**src/hw/rtl/ape_pkg.sv**
```systemverilog
`default_nettype none

package ape_pkg;

    localparam int DataW = 32;
    localparam int ProdW = 64;
    localparam int MulW  = 33;
    localparam int WideW = 50;
    localparam int StepW = 4;
    localparam int CntW  = 4;
    localparam int AddrW = 5;
    localparam int RootW = 16;

    // multiplier operand selection
    localparam logic [2:0] MUL_NONE       = 3'd0;
    localparam logic [2:0] MUL_BETA_DRIVE = 3'd1;
    localparam logic [2:0] MUL_GA_S       = 3'd2;
    localparam logic [2:0] MUL_GB_S       = 3'd3;
    localparam logic [2:0] MUL_KA_E       = 3'd4;
    localparam logic [2:0] MUL_KB_DRIVE   = 3'd5;
    localparam logic [2:0] MUL_T_E        = 3'd6;

    // destination of the post-multiply write-back
    localparam logic [2:0] DST_NONE  = 3'd0;
    localparam logic [2:0] DST_ERR   = 3'd1;
    localparam logic [2:0] DST_KA    = 3'd2;
    localparam logic [2:0] DST_KB    = 3'd3;
    localparam logic [2:0] DST_ALPHA = 3'd4;
    localparam logic [2:0] DST_T     = 3'd5;
    localparam logic [2:0] DST_BETA  = 3'd6;

    // sequencing
    localparam logic [1:0] SEQ_NEXT    = 2'd0;
    localparam logic [1:0] SEQ_WAIT_IN = 2'd1;
    localparam logic [1:0] SEQ_SQRT    = 2'd2;
    localparam logic [1:0] SEQ_EMIT    = 2'd3;

    // program steps
    localparam logic [StepW-1:0] STEP_IDLE   = 4'd0;
    localparam logic [StepW-1:0] STEP_PRED   = 4'd1;
    localparam logic [StepW-1:0] STEP_ERR    = 4'd2;
    localparam logic [StepW-1:0] STEP_SQRT   = 4'd3;
    localparam logic [StepW-1:0] STEP_GA     = 4'd4;
    localparam logic [StepW-1:0] STEP_GB     = 4'd5;
    localparam logic [StepW-1:0] STEP_DA     = 4'd6;
    localparam logic [StepW-1:0] STEP_ALPHA  = 4'd7;
    localparam logic [StepW-1:0] STEP_T      = 4'd8;
    localparam logic [StepW-1:0] STEP_DB     = 4'd9;
    localparam logic [StepW-1:0] STEP_BETA   = 4'd10;
    localparam logic [StepW-1:0] STEP_EMIT   = 4'd11;

    // register map indexes
    localparam logic [2:0] REG_GAIN_ALPHA = 3'd0;
    localparam logic [2:0] REG_GAIN_BETA  = 3'd1;
    localparam logic [2:0] REG_BETA_LOW   = 3'd2;
    localparam logic [2:0] REG_BETA_HIGH  = 3'd3;
    localparam logic [2:0] REG_INIT_ALPHA = 3'd4;
    localparam logic [2:0] REG_INIT_BETA  = 3'd5;

    localparam logic [DataW-1:0] RST_GAIN_ALPHA = 32'd42950;
    localparam logic [DataW-1:0] RST_GAIN_BETA  = 32'd429496730;
    localparam logic [DataW-1:0] RST_BETA_LOW   = 32'd6554;
    localparam logic [DataW-1:0] RST_BETA_HIGH  = 32'd131072;
    localparam logic [DataW-1:0] RST_INIT_ALPHA = 32'd0;
    localparam logic [DataW-1:0] RST_INIT_BETA  = 32'd65536;

    localparam logic [DataW-1:0] SAT_MAX = 32'h7FFF_FFFF;
    localparam logic [DataW-1:0] SAT_MIN = 32'h8000_0000;

    typedef struct packed {
        logic [2:0] mul_sel;
        logic [2:0] dst;
        logic [1:0] seq;
    } ctrl_word_t;

    // Microprogram: one control word per step.
    function automatic ctrl_word_t ape_ucode(input logic [StepW-1:0] step);
        ctrl_word_t w;
        case (step)
            STEP_IDLE:  w = '{mul_sel: MUL_NONE,       dst: DST_NONE,  seq: SEQ_WAIT_IN};
            STEP_PRED:  w = '{mul_sel: MUL_BETA_DRIVE, dst: DST_NONE,  seq: SEQ_NEXT};
            STEP_ERR:   w = '{mul_sel: MUL_NONE,       dst: DST_ERR,   seq: SEQ_NEXT};
            STEP_SQRT:  w = '{mul_sel: MUL_NONE,       dst: DST_NONE,  seq: SEQ_SQRT};
            STEP_GA:    w = '{mul_sel: MUL_GA_S,       dst: DST_NONE,  seq: SEQ_NEXT};
            STEP_GB:    w = '{mul_sel: MUL_GB_S,       dst: DST_KA,    seq: SEQ_NEXT};
            STEP_DA:    w = '{mul_sel: MUL_KA_E,       dst: DST_KB,    seq: SEQ_NEXT};
            STEP_ALPHA: w = '{mul_sel: MUL_KB_DRIVE,   dst: DST_ALPHA, seq: SEQ_NEXT};
            STEP_T:     w = '{mul_sel: MUL_NONE,       dst: DST_T,     seq: SEQ_NEXT};
            STEP_DB:    w = '{mul_sel: MUL_T_E,        dst: DST_NONE,  seq: SEQ_NEXT};
            STEP_BETA:  w = '{mul_sel: MUL_NONE,       dst: DST_BETA,  seq: SEQ_NEXT};
            STEP_EMIT:  w = '{mul_sel: MUL_NONE,       dst: DST_NONE,  seq: SEQ_EMIT};
            default:    w = '{mul_sel: MUL_NONE,       dst: DST_NONE,  seq: SEQ_NEXT};
        endcase
        return w;
    endfunction

    // Saturate a wide signed value to 32 bits.
    function automatic logic [DataW-1:0] sat_to_32(input logic signed [WideW-1:0] v);
        logic fits;
        fits = (v[WideW-1:DataW-1] == '0) || (v[WideW-1:DataW-1] == '1);
        if (fits)
            return v[DataW-1:0];
        else if (v[WideW-1])
            return SAT_MIN;
        else
            return SAT_MAX;
    endfunction

endpackage

`default_nettype wire

```
**src/hw/rtl/ape_channels.sv**
```systemverilog
`default_nettype none

interface ape_in_if;
    logic                               valid;
    logic                               ready;
    logic signed [ape_pkg::DataW-1:0]   accel;
    logic signed [ape_pkg::DataW-1:0]   drive;
    logic        [ape_pkg::DataW-1:0]   period;
    logic                               reload;

    modport source (output valid, accel, drive, period, reload, input ready);
    modport sink   (input valid, accel, drive, period, reload, output ready);
endinterface

interface ape_out_if;
    logic                               valid;
    logic                               ready;
    logic signed [ape_pkg::DataW-1:0]   alpha_out;
    logic signed [ape_pkg::DataW-1:0]   beta_out;

    modport source (output valid, alpha_out, beta_out, input ready);
    modport sink   (input valid, alpha_out, beta_out, output ready);
endinterface

`default_nettype wire

```
**src/hw/rtl/adaptive_param_estimator_1d_core.sv**
```systemverilog
// Online LMS estimator of acc = alpha + beta*drive (Q16.16 values).
// Input channel in_ch carries accel, drive, period (Q0.32) and reload;
// one transaction in gives exactly one transaction on out_ch with the
// updated alpha_out (saturated) and beta_out (clamped to beta_low/high).
// Gains, clamps and init values sit behind the APB port at 4*index;
// write them only while no transaction is in flight.
// Control is a 12-step microprogram over one shared 33x33 multiplier and
// a one-bit-pair-per-cycle square root unit. Before out_ch.valid rises, a
// transaction runs the root iterations, six multiplies, their write-backs
// and the emit. Only one transaction is in flight: the next input is
// accepted once the previous one has been emitted.
// A new input is taken while the previous result still waits on out_ch;
// when the receiver stalls, the block holds in its final step until the
// output register frees, so no result is lost or overwritten.
// Reset (rst_n low, asynchronous) restores the config, step, count and
// out_valid registers and loads alpha and beta from the init reset values.
`default_nettype none

module adaptive_param_estimator_1d_core
    import ape_pkg::*;
(
    input  wire logic              clk,
    input  wire logic              rst_n,
    ape_in_if.sink                 in_ch,
    ape_out_if.source              out_ch,
    input  wire logic              psel,
    input  wire logic              penable,
    input  wire logic              pwrite,
    input  wire logic [AddrW-1:0]  paddr,
    input  wire logic [DataW-1:0]  pwdata,
    output logic      [DataW-1:0]  prdata,
    output logic                   pready
);

    // ---------------- configuration registers ----------------
    logic [DataW-1:0] gain_alpha_reg, gain_alpha_next;
    logic [DataW-1:0] gain_beta_reg,  gain_beta_next;
    logic [DataW-1:0] beta_low_reg,   beta_low_next;
    logic [DataW-1:0] beta_high_reg,  beta_high_next;
    logic [DataW-1:0] init_alpha_reg, init_alpha_next;
    logic [DataW-1:0] init_beta_reg,  init_beta_next;

    logic             cfg_wr;
    logic [2:0]       cfg_idx;

    assign pready  = 1'b1;
    assign cfg_wr  = psel && penable && pwrite;
    assign cfg_idx = paddr[AddrW-1:2];

    always_comb
    begin
        gain_alpha_next = gain_alpha_reg;
        gain_beta_next  = gain_beta_reg;
        beta_low_next   = beta_low_reg;
        beta_high_next  = beta_high_reg;
        init_alpha_next = init_alpha_reg;
        init_beta_next  = init_beta_reg;
        if (cfg_wr)
        begin
            case (cfg_idx)
                REG_GAIN_ALPHA: gain_alpha_next = pwdata;
                REG_GAIN_BETA:  gain_beta_next  = pwdata;
                REG_BETA_LOW:   beta_low_next   = pwdata;
                REG_BETA_HIGH:  beta_high_next  = pwdata;
                REG_INIT_ALPHA: init_alpha_next = pwdata;
                REG_INIT_BETA:  init_beta_next  = pwdata;
                default:        ;  // unmapped: drop the write
            endcase
        end
    end

    always_comb
    begin
        case (cfg_idx)
            REG_GAIN_ALPHA: prdata = gain_alpha_reg;
            REG_GAIN_BETA:  prdata = gain_beta_reg;
            REG_BETA_LOW:   prdata = beta_low_reg;
            REG_BETA_HIGH:  prdata = beta_high_reg;
            REG_INIT_ALPHA: prdata = init_alpha_reg;
            REG_INIT_BETA:  prdata = init_beta_reg;
            default:        prdata = '0;
        endcase
    end

    // ---------------- sequencer ----------------
    logic [StepW-1:0] step_reg, step_next;
    ctrl_word_t       cw;
    logic             in_acc;
    logic             out_free;
    logic             emit;

    logic [CntW-1:0]  cnt_reg, cnt_next;

    assign cw       = ape_ucode(step_reg);
    assign in_ch.ready = (cw.seq == SEQ_WAIT_IN);
    assign in_acc   = in_ch.valid && in_ch.ready;
    assign out_free = !out_ch.valid || out_ch.ready;
    assign emit     = (cw.seq == SEQ_EMIT) && out_free;

    always_comb
    begin
        step_next = step_reg;
        case (cw.seq)
            SEQ_WAIT_IN:
            begin
                if (in_acc)
                    step_next = step_reg + 1'b1;
            end
            SEQ_SQRT:
            begin
                // stay on the root step until the last bit pair
                if (cnt_reg == '0)
                    step_next = step_reg + 1'b1;
            end
            SEQ_EMIT:
            begin
                if (out_free)
                    step_next = STEP_IDLE;
            end
            default:
                step_next = step_reg + 1'b1;
        endcase
    end

    // ---------------- datapath ----------------
    logic signed [DataW-1:0] accel_reg,  accel_next;
    logic signed [DataW-1:0] drive_reg,  drive_next;
    logic signed [DataW-1:0] alpha_reg,  alpha_next;
    logic signed [DataW-1:0] beta_reg,   beta_next;
    logic signed [DataW-1:0] err_reg,    err_next;
    logic        [DataW-1:0] ka_reg,     ka_next;
    logic        [DataW-1:0] kb_reg,     kb_next;
    logic signed [DataW-1:0] t_reg,      t_next;
    logic signed [ProdW-1:0] prod_reg,   prod_next;
    logic        [DataW-1:0] rem_reg,    rem_next;
    logic        [DataW-1:0] root_reg,   root_next;

    logic signed [MulW-1:0]    mul_a, mul_b;
    logic signed [2*MulW-1:0]  mul_full;

    logic signed [WideW-1:0]   err_wide;
    logic signed [WideW-1:0]   alpha_wide;
    logic signed [WideW-2:0]   beta_wide, beta_lo_w, beta_hi_w, beta_c1, beta_c2;

    logic        [DataW-1:0]   sq_bit;
    logic        [DataW:0]     sq_trial;

    // multiplier operand select
    always_comb
    begin
        case (cw.mul_sel)
            MUL_BETA_DRIVE:
            begin
                mul_a = MulW'(beta_reg);
                mul_b = MulW'(drive_reg);
            end
            MUL_GA_S:
            begin
                mul_a = {1'b0, gain_alpha_reg};
                mul_b = {{(MulW-RootW){1'b0}}, root_reg[RootW-1:0]};
            end
            MUL_GB_S:
            begin
                mul_a = {1'b0, gain_beta_reg};
                mul_b = {{(MulW-RootW){1'b0}}, root_reg[RootW-1:0]};
            end
            MUL_KA_E:
            begin
                mul_a = {1'b0, ka_reg};
                mul_b = MulW'(err_reg);
            end
            MUL_KB_DRIVE:
            begin
                mul_a = {1'b0, kb_reg};
                mul_b = MulW'(drive_reg);
            end
            MUL_T_E:
            begin
                mul_a = MulW'(t_reg);
                mul_b = MulW'(err_reg);
            end
            default:
            begin
                mul_a = '0;
                mul_b = '0;
            end
        endcase
    end

    assign mul_full = mul_a * mul_b;

    // e = accel - (alpha + (beta*drive >>> 16)), saturated
    assign err_wide = WideW'(accel_reg)
                    - (WideW'(alpha_reg) + WideW'($signed(prod_reg[ProdW-1:16])));

    // alpha + (ka*e >>> 32)
    assign alpha_wide = WideW'(alpha_reg) + WideW'($signed(prod_reg[ProdW-1:DataW]));

    // beta + (t*e >>> 16), then lower clamp, then upper clamp
    assign beta_wide = (WideW-1)'(beta_reg) + (WideW-1)'($signed(prod_reg[ProdW-1:16]));
    assign beta_lo_w = (WideW-1)'($signed(beta_low_reg));
    assign beta_hi_w = (WideW-1)'($signed(beta_high_reg));
    assign beta_c1   = (beta_wide < beta_lo_w) ? beta_lo_w : beta_wide;
    assign beta_c2   = (beta_c1 > beta_hi_w) ? beta_hi_w : beta_c1;

    // one bit pair of the restoring square root per cycle
    assign sq_bit   = DataW'(1) << {cnt_reg, 1'b0};
    assign sq_trial = {1'b0, root_reg} + {1'b0, sq_bit};

    always_comb
    begin
        accel_next = accel_reg;
        drive_next = drive_reg;
        alpha_next = alpha_reg;
        beta_next  = beta_reg;
        err_next   = err_reg;
        ka_next    = ka_reg;
        kb_next    = kb_reg;
        t_next     = t_reg;
        rem_next   = rem_reg;
        root_next  = root_reg;
        cnt_next   = cnt_reg;
        prod_next  = prod_reg;

        if (in_acc)
        begin
            accel_next = in_ch.accel;
            drive_next = in_ch.drive;
            rem_next   = in_ch.period;
            root_next  = '0;
            cnt_next   = '1;
            if (in_ch.reload)
            begin
                alpha_next = init_alpha_reg;
                beta_next  = init_beta_reg;
            end
        end

        if (cw.seq == SEQ_SQRT)
        begin
            if ({1'b0, rem_reg} >= sq_trial)
            begin
                rem_next  = rem_reg - sq_trial[DataW-1:0];
                root_next = (root_reg >> 1) + sq_bit;
            end
            else
            begin
                root_next = root_reg >> 1;
            end
            cnt_next = cnt_reg - 1'b1;
        end

        if (cw.mul_sel != MUL_NONE)
            prod_next = mul_full[ProdW-1:0];

        case (cw.dst)
            DST_ERR:   err_next   = sat_to_32(err_wide);
            DST_KA:    ka_next    = prod_reg[DataW+15:16];
            DST_KB:    kb_next    = prod_reg[DataW+15:16];
            DST_ALPHA: alpha_next = sat_to_32(alpha_wide);
            DST_T:     t_next     = prod_reg[ProdW-1:DataW];
            DST_BETA:  beta_next  = beta_c2[DataW-1:0];
            default:   ;
        endcase
    end

    // ---------------- output register ----------------
    logic                    out_valid_reg, out_valid_next;
    logic signed [DataW-1:0] alpha_out_reg, alpha_out_next;
    logic signed [DataW-1:0] beta_out_reg,  beta_out_next;

    always_comb
    begin
        out_valid_next = out_valid_reg;
        alpha_out_next = alpha_out_reg;
        beta_out_next  = beta_out_reg;
        if (emit)
        begin
            out_valid_next = 1'b1;
            alpha_out_next = alpha_reg;
            beta_out_next  = beta_reg;
        end
        else if (out_ch.ready)
        begin
            out_valid_next = 1'b0;
        end
    end

    assign out_ch.valid     = out_valid_reg;
    assign out_ch.alpha_out = alpha_out_reg;
    assign out_ch.beta_out  = beta_out_reg;

    // ---------------- registers ----------------
    always_ff @(posedge clk or negedge rst_n)
    begin
        if (!rst_n)
        begin
            gain_alpha_reg <= RST_GAIN_ALPHA;
            gain_beta_reg  <= RST_GAIN_BETA;
            beta_low_reg   <= RST_BETA_LOW;
            beta_high_reg  <= RST_BETA_HIGH;
            init_alpha_reg <= RST_INIT_ALPHA;
            init_beta_reg  <= RST_INIT_BETA;
            alpha_reg      <= RST_INIT_ALPHA;
            beta_reg       <= RST_INIT_BETA;
            step_reg       <= STEP_IDLE;
            cnt_reg        <= '0;
            out_valid_reg  <= 1'b0;
        end
        else
        begin
            gain_alpha_reg <= gain_alpha_next;
            gain_beta_reg  <= gain_beta_next;
            beta_low_reg   <= beta_low_next;
            beta_high_reg  <= beta_high_next;
            init_alpha_reg <= init_alpha_next;
            init_beta_reg  <= init_beta_next;
            alpha_reg      <= alpha_next;
            beta_reg       <= beta_next;
            step_reg       <= step_next;
            cnt_reg        <= cnt_next;
            out_valid_reg  <= out_valid_next;
        end
    end

    always_ff @(posedge clk)
    begin
        accel_reg     <= accel_next;
        drive_reg     <= drive_next;
        err_reg       <= err_next;
        ka_reg        <= ka_next;
        kb_reg        <= kb_next;
        t_reg         <= t_next;
        prod_reg      <= prod_next;
        rem_reg       <= rem_next;
        root_reg      <= root_next;
        alpha_out_reg <= alpha_out_next;
        beta_out_reg  <= beta_out_next;
    end

endmodule

`default_nettype wire

```
**src/flat_wrapper.sv**
```systemverilog
// flat-port wrapper written by rule: the top's interface ports become plain ports
module adaptive_param_estimator_1d_core_flat import ape_pkg::*;
  (clk, rst_n, psel, penable, pwrite, paddr, pwdata, prdata, pready, in_ch_valid, in_ch_accel, in_ch_drive, in_ch_period, in_ch_reload, in_ch_ready, out_ch_valid, out_ch_alpha_out, out_ch_beta_out, out_ch_ready);
  ape_in_if in_ch_i ();
  ape_out_if out_ch_i ();
  input  wire logic clk;
  input  wire logic rst_n;
  input  wire logic psel;
  input  wire logic penable;
  input  wire logic pwrite;
  input  wire logic [AddrW-1:0] paddr;
  input  wire logic [DataW-1:0] pwdata;
  output logic      [DataW-1:0] prdata;
  output logic pready;
  input wire logic [$bits(in_ch_i.valid)-1:0] in_ch_valid;
  input wire logic [$bits(in_ch_i.accel)-1:0] in_ch_accel;
  input wire logic [$bits(in_ch_i.drive)-1:0] in_ch_drive;
  input wire logic [$bits(in_ch_i.period)-1:0] in_ch_period;
  input wire logic [$bits(in_ch_i.reload)-1:0] in_ch_reload;
  output wire logic [$bits(in_ch_i.ready)-1:0] in_ch_ready;
  output wire logic [$bits(out_ch_i.valid)-1:0] out_ch_valid;
  output wire logic [$bits(out_ch_i.alpha_out)-1:0] out_ch_alpha_out;
  output wire logic [$bits(out_ch_i.beta_out)-1:0] out_ch_beta_out;
  input wire logic [$bits(out_ch_i.ready)-1:0] out_ch_ready;
  assign in_ch_i.valid = in_ch_valid;
  assign in_ch_i.accel = in_ch_accel;
  assign in_ch_i.drive = in_ch_drive;
  assign in_ch_i.period = in_ch_period;
  assign in_ch_i.reload = in_ch_reload;
  assign in_ch_ready = in_ch_i.ready;
  assign out_ch_valid = out_ch_i.valid;
  assign out_ch_alpha_out = out_ch_i.alpha_out;
  assign out_ch_beta_out = out_ch_i.beta_out;
  assign out_ch_i.ready = out_ch_ready;
  adaptive_param_estimator_1d_core u_core (.clk(clk), .rst_n(rst_n), .in_ch(in_ch_i), .out_ch(out_ch_i), .psel(psel), .penable(penable), .pwrite(pwrite), .paddr(paddr), .pwdata(pwdata), .prdata(prdata), .pready(pready));
endmodule
```
**config.mk**
```make
export PLATFORM = sky130hd
export DESIGN_NAME = adaptive_param_estimator_1d_core_flat
export DESIGN_NICKNAME = d
export VERILOG_FILES = /design/src/hw/rtl/ape_pkg.sv /design/src/hw/rtl/ape_channels.sv /design/src/hw/rtl/adaptive_param_estimator_1d_core.sv /design/src/flat_wrapper.sv
export SDC_FILE = /design/constraint.sdc
export NUM_CORES = 2
export LEC_CHECK = 0
export BUFFER_PORTS_ARGS = -buffer_cell sky130_fd_sc_hd__buf_4
export CAP_MARGIN = 25
export CORE_UTILIZATION = 30
export CTS_BUF_LIST = sky130_fd_sc_hd__clkbuf_8
export DETAILED_ROUTE_END_ITERATION = 10
export GPL_ROUTABILITY_DRIVEN = 0
export HOLD_SLACK_MARGIN = 0.02
export PLACE_DENSITY = 0.49
export SLEW_MARGIN = 40
export SYNTH_ARGS = -nofsm -noshare
export SYNTH_HDL_FRONTEND = slang
export SYNTH_SLANG_ARGS = --single-unit
```
**constraint.sdc**
```tcl
create_clock -name clk -period 11.1 [get_ports clk]
set_input_delay 0.555 -clock clk [delete_from_list [all_inputs] [get_ports clk]]
set_output_delay 0.555 -clock clk [all_outputs]
set_load 0.05 [all_outputs]
```
==> key figures <==
Place
  • Post-DP HPWL: 228300 µm
  • Input/output buffers: 236

Global route
  • First-pass GRT wire length: 414400 µm
  • Total track usage: 21.89%
  • Gr ovfl total: 0
  • Vias in the first global route: 61920
  • Initial antenna violation count: 22
  • Largest net degree at the start of global routing: 86

Routing
  • Via Count: 60440
  • Drt pass-1 iters: 8
  • DRC viols: 0
  • Vias per cell: 5.148
  • Drt initial violations: 5373
  • Routed wire per std cell: 23.94 µm
  • Post-route ant nets: 0
  • Final wirelength: 281100 µm

Clock network
  • Clk_lat worst skew: 0.89 ns
  • Clk root buf: clkbuf_8
  • TritonCTS clock tree: done
  • CTS sink cnt: 633
  • Clock buffer depth: 3
  • Clock Pin Slew Worst Setup and Hold Paths: 0.07 ns
  • CTS Buf Count: 111
  • H-Tree Level Count: 3

Layout
  • Layout cells sized above 1: 11.64%
  • Synth-to-layout area growth: 13.78%
  • Nets: 10120
  • Sequential cell area: 0.01741 mm²
  • FILL cells: 25930
  • Flip-flop count of the largest register after layout: 48
  • Multi-input gate area: 0.05293 mm²

Logic synthesis
  • Post-synth EDFFs: 336
  • Seq cells post-synth: 633
  • Mapped Cells: 7930
  • Yosys cell types: 98
  • Yosys top cell by area: fa_1
  • Primary FF master, synth: edfxtp_1
  • YS warnings: 0
  • Register area share after synthesis: 22.78%
  • Synth area leaders: fa_1 (31%), edfxtp_1 (13%), ha_1 (8.4%)
  • Ys async rst share: 41.86%
  • Mapped Nets: 9760
  • Synthesized area: 0.07641 mm²
  • Top cell type's share of synthesized area: 30.78%
  • Top-count cell post-synth: inv_1
  • Top cells by count, synth: inv_1 (1340), fa_1 (1175), nand2_1 (1022)
  • Syn Area/Cell: 9.636 µm²

Floorplanning
  • Die width: 506.7 µm
  • Initial Util: 30.28%
  • Vert. Die Dim: 506.7 µm
  • Full die area: 0.2567 mm²
  • Boundary pin count: 240
  • Core Region: 0.2523 mm²
  • Row cnt: 184

Worst setup path
  • Critical path fanouts, max: 14
  • Critical path's largest stage delay: 0.62 ns
  • Buf/Inv on CP: 6
  • Kind of critical path: flip-flop to flip-flop
  • Critical path endpoint category: flip-flop
  • Critical Path RT: 11.79 ns
  • Slowest cell on crit path: fa_1
  • CP arrival: 11.27 ns
  • CP startpoint kind: flip-flop
  • Worst path top cell family by delay: adder cells
  • Crit-path most repeated cell: fa_1

STA
  • Fin. max-slew vios: 0
  • Least-Margin Pin Slew: 0.9725 ns
  • Final setup fails: 0
  • Period minus WS final: 10.58 ns
  • RSZ-0062 raised after global routing: false
  • Relative max-transition margin: 34.67%
  • Final hold vios: 0
  • Worst Clk Skew: 0.09543 ns
  • Tcrit/Tclk final: 95.32%
  • Setup_tns: 0 ns
  • Fmax: 94.51 MHz

Min path
  • Worst hold path type: primary input to flip-flop

Outcome
  • Status: completed

Run
  • Max-cap violations: 0
-- metrics by stage --
step	area, µm²	cells	hold WS, ns	util [%]	setup WS (ns)
2_1_floorplan	76410	7930	0.2594	-	1.668
3_3_place_gp	83100	11390	0.4651	32.94	0.3894
3_5_place_dp	83230	11400	0.4732	32.99	0.4494
4_1_cts	86890	11730	0.07264	34.44	0.3534
5_1_grt	86930	11740	0.1721	34.45	0.06142
6_report	86940	11740	0.1753	34.46	0.5193
-- cells by family after synthesis --
kind of cell | after synthesis | share of synthesized area [%]
AOI/OAI and AO/OA | 1254 | 10.84
buffers and inverters | 1693 | 8.357
DFF | 633 | 22.78
and+or+nand+nor | 2114 | 11.75
other | 1 | 0.004908
muxes | 293 | 4.166
adders and majority gates | 1689 | 39.20
xor gates and xnor gates | 253 | 2.900
-- layer usage --
layer	part of all wire [%]	global-route usage, %	up-vias
li1	-	-	26500
met1	43	29.83	31200
met2	46	35.21	2282
met3	7.2	3.547	451
met4	3.7	7.339	4
met5	0.0089	0	-
-- worst reg2reg max path, delay by kind of cell (launching register included) --
| family | cells | cell delay (ns) |
|---|---|---|
| adders and majority gates | 10 | 4.66 |
| and+or+nand+nor | 6 | 1.85 |
| AOI/OAI and AO/OA | 10 | 2.72 |
| buffers and inverters | 6 | 0.63 |
| DFF | 1 | 0.53 |
-- cells in the final DEF, fill, tap and decap left out, types with 200 or more instances in the layout --
| cell type | count |
|---|---|
| inv_1 | 1376 |
| fa_1 | 1175 |
| nand2_1 | 1020 |
| nor2_1 | 632 |
| ha_1 | 514 |
| buf_4 | 458 |
| edfxtp_1 | 336 |
| a21oi_1 | 262 |
| dfrtp_1 | 230 |
| o21ai_0 | 229 |
| mux2_2 | 200 |
-- final timing paths --
path                                           startpoint                                   end  slack [ns]  cells past startpoint
max in group asynchronous                           rst_n  u_core.gain_alpha_reg[9]$_DFFE_PN1P_        9.29                      5
setup / recovery           u_core.step_reg[1]$_DFFE_PN0P_         u_core.prod_reg[57]$_DFFE_PP_        0.52                     32
hold / removal                                in_ch_valid        u_core.step_reg[0]$_DFFE_PN0P_        0.18                      5
hold reg to reg                 u_core.rem_reg[6]$_DFF_P_             u_core.rem_reg[6]$_DFF_P_        0.49                      2
setup reg to reg           u_core.step_reg[1]$_DFFE_PN0P_         u_core.prod_reg[57]$_DFFE_PP_        0.52                     32
min in group asynchronous                           rst_n       u_core.beta_reg[27]$_DFFE_PN0P_        0.25                      2
-- final cells by class --
class	instances	share of cell area, %
flip-flops and latches	633	20.02
inverters	1341	5.793
multi-input cells	5604	60.88
well taps	3348	4.818
repair buffers	602	5.752
diodes	7	0.02015
clock inverters	86	0.7987
clock buffers	121	1.916
-- repair_timing --
action	in CTS	in global routing
gates resized for setup	0	2
hold buffers	130	0
endpoints found under the hold margin	357	0
endpoints found under the setup margin	0	8
buffers inserted	0	3
Power is not shown: default switching activity piles up to over one toggle a cycle in this logic, so the estimate is an artifact.
